[config.mk]
export PLATFORM = sky130hd
export DESIGN_NAME = glyph_column_page_writer
export DESIGN_NICKNAME = d
export VERILOG_FILES = /design/src/rtl/gcpw_pkg.sv /design/src/rtl/gcpw_cfg_regs.sv /design/src/rtl/gcpw_cursor.sv /design/src/rtl/gcpw_page_split.sv /design/src/rtl/gcpw_out_buf.sv /design/src/rtl/glyph_column_page_writer.sv
export SDC_FILE = /design/constraint.sdc
export NUM_CORES = 1
export LEC_CHECK = 0
export BUFFER_PORTS_ARGS = -buffer_cell sky130_fd_sc_hd__buf_4
export CAP_MARGIN = 20
export CELL_PAD_IN_SITES_DETAIL_PLACEMENT = 0
export CELL_PAD_IN_SITES_GLOBAL_PLACEMENT = 2
export CORE_AREA = 3 3 142 144
export DETAILED_ROUTE_END_ITERATION = 16
export DIE_AREA = 0 0 145 147
export MAX_ROUTING_LAYER = met4
export PLACE_DENSITY = 0.87
export SYNTH_ARGS = -nofsm -noshare
export SYNTH_HDL_FRONTEND = slang
export SYNTH_SLANG_ARGS = --single-unit
[constraint.sdc]
create_clock -name clk_i -period 6.7 [get_ports clk_i]
set_clock_uncertainty 0.15 [all_clocks]
set_input_delay 1.34 -clock clk_i [delete_from_list [all_inputs] [get_ports clk_i]]
set_output_delay 1.34 -clock clk_i [all_outputs]
set_load 0.1 [all_outputs]
[src/rtl/gcpw_pkg.sv]
`timescale 1ns / 1ps
`default_nettype none

package gcpw_pkg;

  // Display geometry
  localparam int unsigned SCREEN_WIDTH = 128;
  localparam int unsigned PAGE_ROWS    = 8;
  localparam int unsigned PAGE_COUNT   = 8;

  // A column of at most 16 rows shifted by up to 7 rows spans at most three pages.
  localparam int unsigned MAX_WRITES   = 3;
  localparam int unsigned ROW_SHIFT_W  = $clog2(PAGE_ROWS);

  localparam int unsigned X_W          = 8;
  localparam int unsigned Y_W          = 7;
  localparam int unsigned COL_W        = 5;
  localparam int unsigned BITS_W       = 16;
  localparam int unsigned GW_W         = 6;
  localparam int unsigned GH_W         = 5;
  localparam int unsigned LM_W         = 7;
  localparam int unsigned SP_W         = 6;

  // Last page index reaches (64 + 15) / 8 = 9 at the clamped row, before the screen check.
  localparam int unsigned PAGE_W       = 5;
  localparam int unsigned XPOS_W       = 9;
  localparam int unsigned SUM_W        = 14;
  localparam int unsigned ADDR_W       = 10;
  localparam int unsigned VALUE_W      = 8;
  localparam int unsigned SHIFT_W      = MAX_WRITES * VALUE_W;
  localparam int unsigned WR_CNT_W     = 2;
  localparam int unsigned WR_IDX_W     = 2;

  localparam int unsigned Y_MAX_RAW    = PAGE_COUNT * PAGE_ROWS;
  localparam int unsigned Y_MAX        = (Y_MAX_RAW > 127) ? 127 : Y_MAX_RAW;

  localparam int unsigned IN_TDATA_W   = ((BITS_W + 7) / 8) * 8;
  localparam int unsigned OUT_TDATA_W  = ((ADDR_W + VALUE_W + 7) / 8) * 8;
  localparam int unsigned CFG_IDX_W    = 3;
  localparam int unsigned CFG_DATA_W   = 8;

  typedef enum logic {
    CMD_DRAW = 1'b0,
    CMD_HOME = 1'b1
  } cmd_e;

  typedef enum logic [CFG_IDX_W-1:0] {
    CFG_GLYPH_WIDTH  = 3'd0,
    CFG_GLYPH_HEIGHT = 3'd1,
    CFG_LEFT_MARGIN  = 3'd2,
    CFG_LINE_SPACING = 3'd3,
    CFG_CHAR_SPACING = 3'd4
  } cfg_idx_e;

  // Configuration with glyph width and height already clamped to their usable range.
  typedef struct packed {
    logic [GW_W-1:0] width;
    logic [GH_W-1:0] height;
    logic [LM_W-1:0] left_margin;
    logic [SP_W-1:0] line_spacing;
    logic [SP_W-1:0] char_spacing;
  } cfg_t;

  typedef struct packed {
    logic [X_W-1:0]   x;
    logic [Y_W-1:0]   y;
    logic [COL_W-1:0] col;
  } cursor_t;

  typedef struct packed {
    logic [ADDR_W-1:0]  addr;
    logic [VALUE_W-1:0] value;
  } wr_t;

  typedef struct packed {
    logic [WR_CNT_W-1:0]         count;
    wr_t  [MAX_WRITES-1:0]       wr;
  } batch_t;

endpackage

`default_nettype wire

[src/rtl/gcpw_cfg_regs.sv]
`timescale 1ns / 1ps
`default_nettype none

module gcpw_cfg_regs
  import gcpw_pkg::*;
(
  input  wire logic                  clk_i,
  input  wire logic                  rst_ni,
  input  wire logic                  wr_en_i,
  input  wire logic [CFG_IDX_W-1:0]  index_i,
  input  wire logic [CFG_DATA_W-1:0] data_i,
  output cfg_t                       cfg_o
);

  logic [GW_W-1:0] width_q;
  logic [GH_W-1:0] height_q;
  logic [LM_W-1:0] margin_q;
  logic [SP_W-1:0] line_sp_q;
  logic [SP_W-1:0] char_sp_q;

  always_ff @(posedge clk_i or negedge rst_ni) begin
    if (!rst_ni) begin
      width_q   <= GW_W'(8);
      height_q  <= GH_W'(10);
      margin_q  <= LM_W'(2);
      line_sp_q <= SP_W'(2);
      char_sp_q <= SP_W'(2);
    end else if (wr_en_i) begin
      unique case (cfg_idx_e'(index_i))
        CFG_GLYPH_WIDTH:  width_q   <= data_i[GW_W-1:0];
        CFG_GLYPH_HEIGHT: height_q  <= data_i[GH_W-1:0];
        CFG_LEFT_MARGIN:  margin_q  <= data_i[LM_W-1:0];
        CFG_LINE_SPACING: line_sp_q <= data_i[SP_W-1:0];
        CFG_CHAR_SPACING: char_sp_q <= data_i[SP_W-1:0];
        default: ;
      endcase
    end
  end

  // Zero acts as one; widths above 32 and heights above 16 saturate.
  always_comb begin
    if (width_q == '0) begin
      cfg_o.width = GW_W'(1);
    end else if (width_q > GW_W'(32)) begin
      cfg_o.width = GW_W'(32);
    end else begin
      cfg_o.width = width_q;
    end
    if (height_q == '0) begin
      cfg_o.height = GH_W'(1);
    end else if (height_q > GH_W'(16)) begin
      cfg_o.height = GH_W'(16);
    end else begin
      cfg_o.height = height_q;
    end
    cfg_o.left_margin  = margin_q;
    cfg_o.line_spacing = line_sp_q;
    cfg_o.char_spacing = char_sp_q;
  end

endmodule

`default_nettype wire

[src/rtl/gcpw_cursor.sv]
`timescale 1ns / 1ps
`default_nettype none

module gcpw_cursor
  import gcpw_pkg::*;
(
  input  wire logic clk_i,
  input  wire logic rst_ni,
  input  wire logic step_i,
  input  cmd_e      cmd_i,
  input  cfg_t      cfg_i,
  output cursor_t   cur_o
);

  cursor_t    cur_q, cur_d;
  logic       col_done;
  logic [9:0] adv_x;
  logic       wrap;
  logic [7:0] y_sum;
  logic [7:0] y_clamp;

  always_comb begin
    col_done = (GW_W'(cur_q.col) + GW_W'(1)) >= cfg_i.width;
    adv_x    = 10'(cur_q.x) + 10'(cfg_i.width) + 10'(cfg_i.char_spacing);
    // The wrap test looks at whether another full glyph still fits after advancing.
    wrap     = (adv_x + 10'(cfg_i.width)) > 10'(SCREEN_WIDTH);
    y_sum    = 8'(cur_q.y) + 8'(cfg_i.height) + 8'(cfg_i.line_spacing);
    y_clamp  = (y_sum > 8'(Y_MAX)) ? 8'(Y_MAX) : y_sum;

    cur_d = cur_q;
    if (step_i) begin
      unique case (cmd_i)
        CMD_HOME: begin
          cur_d.x   = X_W'(cfg_i.left_margin);
          cur_d.y   = '0;
          cur_d.col = '0;
        end
        CMD_DRAW: begin
          if (col_done) begin
            cur_d.col = '0;
            if (wrap) begin
              cur_d.x = X_W'(cfg_i.left_margin);
              cur_d.y = y_clamp[Y_W-1:0];
            end else begin
              cur_d.x = adv_x[X_W-1:0];
            end
          end else begin
            cur_d.col = cur_q.col + COL_W'(1);
          end
        end
        default: ;
      endcase
    end
  end

  always_ff @(posedge clk_i or negedge rst_ni) begin
    if (!rst_ni) begin
      cur_q <= '0;
    end else begin
      cur_q <= cur_d;
    end
  end

  assign cur_o = cur_q;

endmodule

`default_nettype wire

[src/rtl/gcpw_page_split.sv]
`timescale 1ns / 1ps
`default_nettype none

module gcpw_page_split
  import gcpw_pkg::*;
(
  input  wire logic              draw_i,
  input  wire logic [BITS_W-1:0] bits_i,
  input  cfg_t                   cfg_i,
  input  cursor_t                cur_i,
  output batch_t                 batch_o
);

  logic [BITS_W-1:0]  mask;
  logic [SHIFT_W-1:0] shifted;
  logic [PAGE_W-1:0]  first_page;
  logic [PAGE_W-1:0]  last_page;
  logic [PAGE_W-1:0]  span;
  logic [7:0]         y_end;
  logic [XPOS_W-1:0]  x_pos;
  logic               on_screen;
  logic [PAGE_W-1:0]  page     [MAX_WRITES];
  logic [SUM_W-1:0]   addr_sum [MAX_WRITES];
  logic [MAX_WRITES-1:0] pv;
  logic [WR_CNT_W-1:0]   count;

  always_comb begin
    mask       = BITS_W'((17'd1 << cfg_i.height) - 17'd1);
    shifted    = SHIFT_W'(bits_i & mask) << cur_i.y[ROW_SHIFT_W-1:0];
    first_page = PAGE_W'(cur_i.y >> ROW_SHIFT_W);
    y_end      = 8'(cur_i.y) + 8'(cfg_i.height) - 8'd1;
    last_page  = PAGE_W'(y_end >> ROW_SHIFT_W);
    span       = last_page - first_page;
    x_pos      = XPOS_W'(cur_i.x) + XPOS_W'(cur_i.col);
    on_screen  = draw_i && (x_pos < XPOS_W'(SCREEN_WIDTH));
    count      = '0;
    for (int j = 0; j < MAX_WRITES; j++) begin
      page[j]     = first_page + PAGE_W'(j);
      // Pages past the bottom of the screen are dropped; valid pages stay contiguous.
      pv[j]       = on_screen && (PAGE_W'(j) <= span) && (page[j] < PAGE_W'(PAGE_COUNT));
      addr_sum[j] = SUM_W'(page[j]) * SUM_W'(SCREEN_WIDTH) + SUM_W'(x_pos);
      batch_o.wr[j].addr  = addr_sum[j][ADDR_W-1:0];
      batch_o.wr[j].value = shifted[j*VALUE_W +: VALUE_W];
      count = count + WR_CNT_W'(pv[j]);
    end
    batch_o.count = count;
  end

endmodule

`default_nettype wire

[src/rtl/gcpw_out_buf.sv]
`timescale 1ns / 1ps
`default_nettype none

module gcpw_out_buf
  import gcpw_pkg::*;
(
  input  wire logic clk_i,
  input  wire logic rst_ni,
  input  wire logic load_i,
  input  batch_t    batch_i,
  input  wire logic ready_i,
  output logic      valid_o,
  output wr_t       wr_o,
  output logic      last_o,
  output logic      free_o
);

  wr_t                 entries_q [MAX_WRITES];
  logic [WR_CNT_W-1:0] cnt_q;
  logic [WR_IDX_W-1:0] rd_q;
  logic                take;

  assign valid_o = (cnt_q != '0);
  assign last_o  = (WR_CNT_W'(rd_q) + WR_CNT_W'(1)) == cnt_q;
  assign wr_o    = entries_q[rd_q];
  assign take    = valid_o && ready_i;
  // A new batch may land in the same cycle the final item of the old one leaves.
  assign free_o  = !valid_o || (take && last_o);

  always_ff @(posedge clk_i or negedge rst_ni) begin
    if (!rst_ni) begin
      cnt_q <= '0;
      rd_q  <= '0;
    end else if (load_i) begin
      cnt_q <= batch_i.count;
      rd_q  <= '0;
    end else if (take) begin
      if (last_o) begin
        cnt_q <= '0;
        rd_q  <= '0;
      end else begin
        rd_q <= rd_q + WR_IDX_W'(1);
      end
    end
  end

  always_ff @(posedge clk_i) begin
    if (load_i) begin
      for (int j = 0; j < MAX_WRITES; j++) begin
        entries_q[j] <= batch_i.wr[j];
      end
    end
  end

endmodule

`default_nettype wire

[src/rtl/glyph_column_page_writer.sv]
`timescale 1ns / 1ps
`default_nettype none

// Glyph column to page buffer writer.
// Slave stream: one item per glyph column; tuser selects draw (0) or cursor home (1),
// tdata carries the column pixels with bit 0 as the top row.
// Master stream: one item per byte write into the page buffer; tlast marks the final
// write caused by a column. A column yields zero to three writes; home yields none.
// Config channel: register index and data, always ready; write only while idle.
// An accepted item is held in the input register and moves into the write buffer once
// the buffer is free; tvalid then rises with the item's first write, if it yields any.
// Throughput: one column per cycle while the receiver stays ready and each column yields at
// most one write; otherwise the single master port sets the pace, up to three writes per column.
// The next input item is taken while results of the previous one are still draining.
// When the receiver stalls, the write buffer holds, the input register fills and
// tready drops; nothing is lost.
// Reset clears the cursor to column 0, row 0, glyph column 0, empties both stages,
// and loads width 8, height 10, left margin 2, line spacing 2, char spacing 2.
module glyph_column_page_writer
  import gcpw_pkg::*;
(
  input  wire logic                   clk_i,
  input  wire logic                   rst_ni,
  input  wire logic                   s_axis_tvalid_i,
  output logic                        s_axis_tready_o,
  input  wire logic [IN_TDATA_W-1:0]  s_axis_tdata_i,  // [15:0] column_bits
  input  wire logic                   s_axis_tuser_i,  // [0] cmd
  output logic                        m_axis_tvalid_o,
  input  wire logic                   m_axis_tready_i,
  output logic [OUT_TDATA_W-1:0]      m_axis_tdata_o,  // [9:0] byte_address, [17:10] byte_value
  output logic                        m_axis_tlast_o,
  input  wire logic                   cfg_valid_i,
  output logic                        cfg_ready_o,
  input  wire logic [CFG_IDX_W-1:0]   cfg_index_i,
  input  wire logic [CFG_DATA_W-1:0]  cfg_data_i
);

  logic              in_valid_q;
  cmd_e              cmd_q;
  logic [BITS_W-1:0] bits_q;
  logic              load;
  logic              buf_free;
  cfg_t              cfg;
  cursor_t           cursor;
  batch_t            batch;
  wr_t               wr;

  assign cfg_ready_o = 1'b1;

  gcpw_cfg_regs u_cfg (
    .clk_i   (clk_i),
    .rst_ni  (rst_ni),
    .wr_en_i (cfg_valid_i),
    .index_i (cfg_index_i),
    .data_i  (cfg_data_i),
    .cfg_o   (cfg)
  );

  assign load            = in_valid_q && buf_free;
  assign s_axis_tready_o = !in_valid_q || load;

  always_ff @(posedge clk_i or negedge rst_ni) begin
    if (!rst_ni) begin
      in_valid_q <= 1'b0;
    end else if (s_axis_tvalid_i && s_axis_tready_o) begin
      in_valid_q <= 1'b1;
    end else if (load) begin
      in_valid_q <= 1'b0;
    end
  end

  always_ff @(posedge clk_i) begin
    if (s_axis_tvalid_i && s_axis_tready_o) begin
      cmd_q  <= cmd_e'(s_axis_tuser_i);
      bits_q <= s_axis_tdata_i[BITS_W-1:0];
    end
  end

  gcpw_cursor u_cursor (
    .clk_i  (clk_i),
    .rst_ni (rst_ni),
    .step_i (load),
    .cmd_i  (cmd_q),
    .cfg_i  (cfg),
    .cur_o  (cursor)
  );

  gcpw_page_split u_split (
    .draw_i  (cmd_q == CMD_DRAW),
    .bits_i  (bits_q),
    .cfg_i   (cfg),
    .cur_i   (cursor),
    .batch_o (batch)
  );

  gcpw_out_buf u_out (
    .clk_i   (clk_i),
    .rst_ni  (rst_ni),
    .load_i  (load),
    .batch_i (batch),
    .ready_i (m_axis_tready_i),
    .valid_o (m_axis_tvalid_o),
    .wr_o    (wr),
    .last_o  (m_axis_tlast_o),
    .free_o  (buf_free)
  );

  assign m_axis_tdata_o = OUT_TDATA_W'({wr.value, wr.addr});

  // A batch never overwrites a write that has not been taken.
  assert property (@(posedge clk_i) disable iff (!rst_ni)
    load |-> (!m_axis_tvalid_o || (m_axis_tready_i && m_axis_tlast_o)))
    else $error("page write batch loaded over pending writes");

  // Homing the cursor produces no writes.
  assert property (@(posedge clk_i) disable iff (!rst_ni)
    (load && (cmd_q == CMD_HOME)) |=> !m_axis_tvalid_o)
    else $error("home command produced a write");

  // The cursor row never exceeds the clamp value Y_MAX, the first row past the screen bottom.
  assert property (@(posedge clk_i) disable iff (!rst_ni)
    cursor.y <= Y_W'(Y_MAX))
    else $error("cursor row beyond clamp");

endmodule

`default_nettype wire

==> impl_results.md <==
- Simple-gate share of the synthesized area: 12.6%
- Die area: about 21000 um2
- First-pass GRT wire length: roughly 28000 um
- Deepest clock path buffer count: 2
- CP startpoint kind: flop
- Drt first pass iters: 5
- F_max: around 160 MHz
- Clk_lat worst skew: 360 ps
- Final ANT Viol Nets: 0
- FP Rows: 50
- Top FF cell, synth: edfxtp_1
- Post-synthesis xor/xnor area fraction: under 10%
- CP Class: flop to flop
- Layout cells sized above 1: 15.1%
- Cells after synthesis: around 760
- Final Hold Fails: 0
- Core Area: roughly 19000 um2
- Clock sinks: 110
- Post-Syn Area: about 7600 um2
- # setup viols final: 0
- Maximum capacitance violations: 0
- Mux cell area share after synthesis: a little over a tenth
- Final Slew Violations: 0
- # IOs: ~60
- Distinct cells, synth: just under 70
- Synth Area in Compound Gates: between 10% and 20%
- Gpl congestion: a little under 0.9
- Initial antenna violation count: 0
- CP arrival: roughly 6000 ps
- DR vias/cell: 5.23
- Utilization after layout: around 45%
- Synth Warn #: 0
- Flops & latches, synth: 110
- # hold bufs at CTS: 0
- Worst setup EP type: flop
- Final nets: between 800 and 900
- Initial core utilization: a little over 40%
- Via count of the routed design: 5502
- Setup_tns: 0 ps
- Final Critical Period: 6100 ps
- Post-Synth Adder-Cell Area: between 10% and 20%
- Hold slack: between 300 and 400 ps
- WL per Instance: roughly 16 um
- Mean Syn Cell Area: 9.97 um2
- RSZ-0062 raised after global routing: no
- Ant. Diodes: 0
- Required time worst endpoint: ~6800 ps
- Residual DRC: 0
- Status: finished, final reports clean
- Fillers: around 1.7k
- Starting DRC count in detailed routing: approximately 320
- Number of global-route vias before repair: roughly 5.3k
- EDFF count, synth: 55
- # Post-CTS Setup Buffers: 0
- Num CTS Buffers: 9
- GRT Residual Overflow: 0
- CTS resizes: 0
- Worst slew pin tran: 1030 ps
- WL final: approximately 17000 um
- Slew HR: between 30% and 40%
- Fin crit share: approximately 90%
- Critical Path Fanout Max: 15
- GRT Util Overall: 16.4%
- Clock transition at path regs: approximately 70 ps
- CTS root buffer: clkbuf_16
- Die H: approximately 150 um
- Final HPWL DP: between 10000 and 15000 um
- HP Class: flop to flop
- CTS tree: done
- Largest family of logic cells by synthesized area: compound AO/OA/AOI/OAI gates
- H-Tree Depth: 3
- PortBufs: between 50 and 60
- Area Growth Syn to Fin: 10.6%
- Ys async rst share: around 50%
- Seq/Total Area, Yosys: 40.0%
- Pin count of the biggest net entering global routing: 56
- Floorplan die width: about 150 um
==> cells in the mapped netlist (13+ instances only) <==
cell type,number,area share [%]
a21o_1,14,1.4
a21oi_1,39,2.6
buf_4,14,1.4
clkbuf_1,24,1.2
dfrtp_1,49,16
edfxtp_1,55,22
ha_1,51,8.4
inv_1,45,2.2
mux2_2,30,4.4
mux2i_1,46,6.1
nand2_1,65,3.2
nand3_1,18,1.2
nor2_1,54,2.7
nor2b_1,13,1.1
nor3_1,13,0.86
o21ai_0,57,3.8
xnor2_1,27,3.1
xor2_1,15,1.7
==> critical path, stage by stage, from the launching register on <==
cell and delay (ps):
dfrtp_1 410, nor4_1 390, nor2_1 70, nor2_1 220, ha_1 230, inv_1 60
fa_1 560, inv_1 70, ha_1 300, a211oi_1 210, o21bai_1 140, a21oi_1 200
xnor2_1 160, ha_1 320, a311o_1 350, a2111oi_2 300, nand3_1 160, nor4b_1 370
a31oi_2 110, a211oi_4 750, nand2b_1 320, o31ai_1 120
==> worst paths after layout <==
| path | startpoint | depth (start not counted) | to | slack [ps] |
|---|---|---|---|---|
| max in group asynchronous | rst_ni | 1 | u_cfg.margin_q[5]$_DFFE_PN0P_ | 5010 |
| hold / removal | u_cfg.char_sp_q[3]$_DFFE_PN0P_ | 1 | u_cfg.char_sp_q[3]$_DFFE_PN0P_ | 380 |
| hold reg to reg | u_cfg.char_sp_q[3]$_DFFE_PN0P_ | 1 | u_cfg.char_sp_q[3]$_DFFE_PN0P_ | 380 |
| min in group asynchronous | rst_ni | 1 | u_cursor.cur_o[19]$_DFFE_PN0P_ | 880 |
| setup reg to reg | u_cfg.width_q[1]$_DFFE_PN0P_ | 21 | u_cursor.cur_o[7]$_DFFE_PN0P_ | 600 |
| setup / recovery | u_cfg.width_q[1]$_DFFE_PN0P_ | 21 | u_cursor.cur_o[7]$_DFFE_PN0P_ | 600 |
==> sequential cells by signal, summed over array words and instances (netlist names) <==
register and count:
bits_q 16, cmd_q 1, in_valid_q 1, u_cfg.char_sp_q 6
u_cfg.height_q 5, u_cfg.line_sp_q 6, u_cfg.margin_q 7, u_cfg.width_q 6
u_cursor.cur_o 20, u_out.cnt_q 2, u_out.entries_q 38, u_out.rd_q 2
==> per-layer routing <==
metal	share of wire (%)	track usage (%)	up-vias
met5	0	-	-
met4	1.4	3.94	0
met3	4.7	3.52	15
met2	43	23.5	137
met1	51	23.7	2604
li1	-	-	2746
==> final cells by class <==
class | count | area [um2] | area share [%]
multi-input combinational | 567 | 4180 | 49.7
sequential | 110 | 3040 | 36.2
timing repair buffer | 54 | 405 | 4.83
tap | 260 | 325 | 3.87
clock buffer | 11 | 243 | 2.89
inverter | 46 | 173 | 2.06
clock inverter | 5 | 38.8 | 0.462
==> layout by cell type, fill, tap and decap left out, types with 14 or more instances in the layout <==
cell	count
mux2_2	30
a21oi_1	39
mux2i_1	46
dfrtp_1	49
xor2_1	15
o21ai_0	57
xnor2_1	27
nand2_1	65
nand3_1	18
ha_1	51
nor2_1	54
buf_4	54
a21o_1	14
edfxtp_1	55
inv_1	45
==> metrics by stage <==
| stage | worst slack [ps] | cell area (um2) | instances |
|---|---|---|---|
| 2_1_floorplan | 1620 | 7620 | 768 |
| 3_3_place_gp | 824 | 8110 | 1037 |
| 3_5_place_dp | 765 | 8110 | 1037 |
| 4_1_cts | 706 | 8400 | 1053 |
| 5_1_grt | 167 | 8400 | 1053 |
| 6_report | 600 | 8400 | 1053 |
==> cell families (layout without fill, tap and decap cells) <==
logic type               Yosys count  after routing
buffers and inverters             91            116
AO/OA/AOI/OAI                    175            175
multiplexers                      76             76
flip-flops                       110            110
XOR/XNOR                          44             44
AND/OR/NAND/NOR                  202            202
adder cells (fa/ha/maj)           62             62
other                              2              8
Power is left out: the tool's default activity adds up to more than one toggle a clock period on the data nets, which glitch-free logic cannot reach.
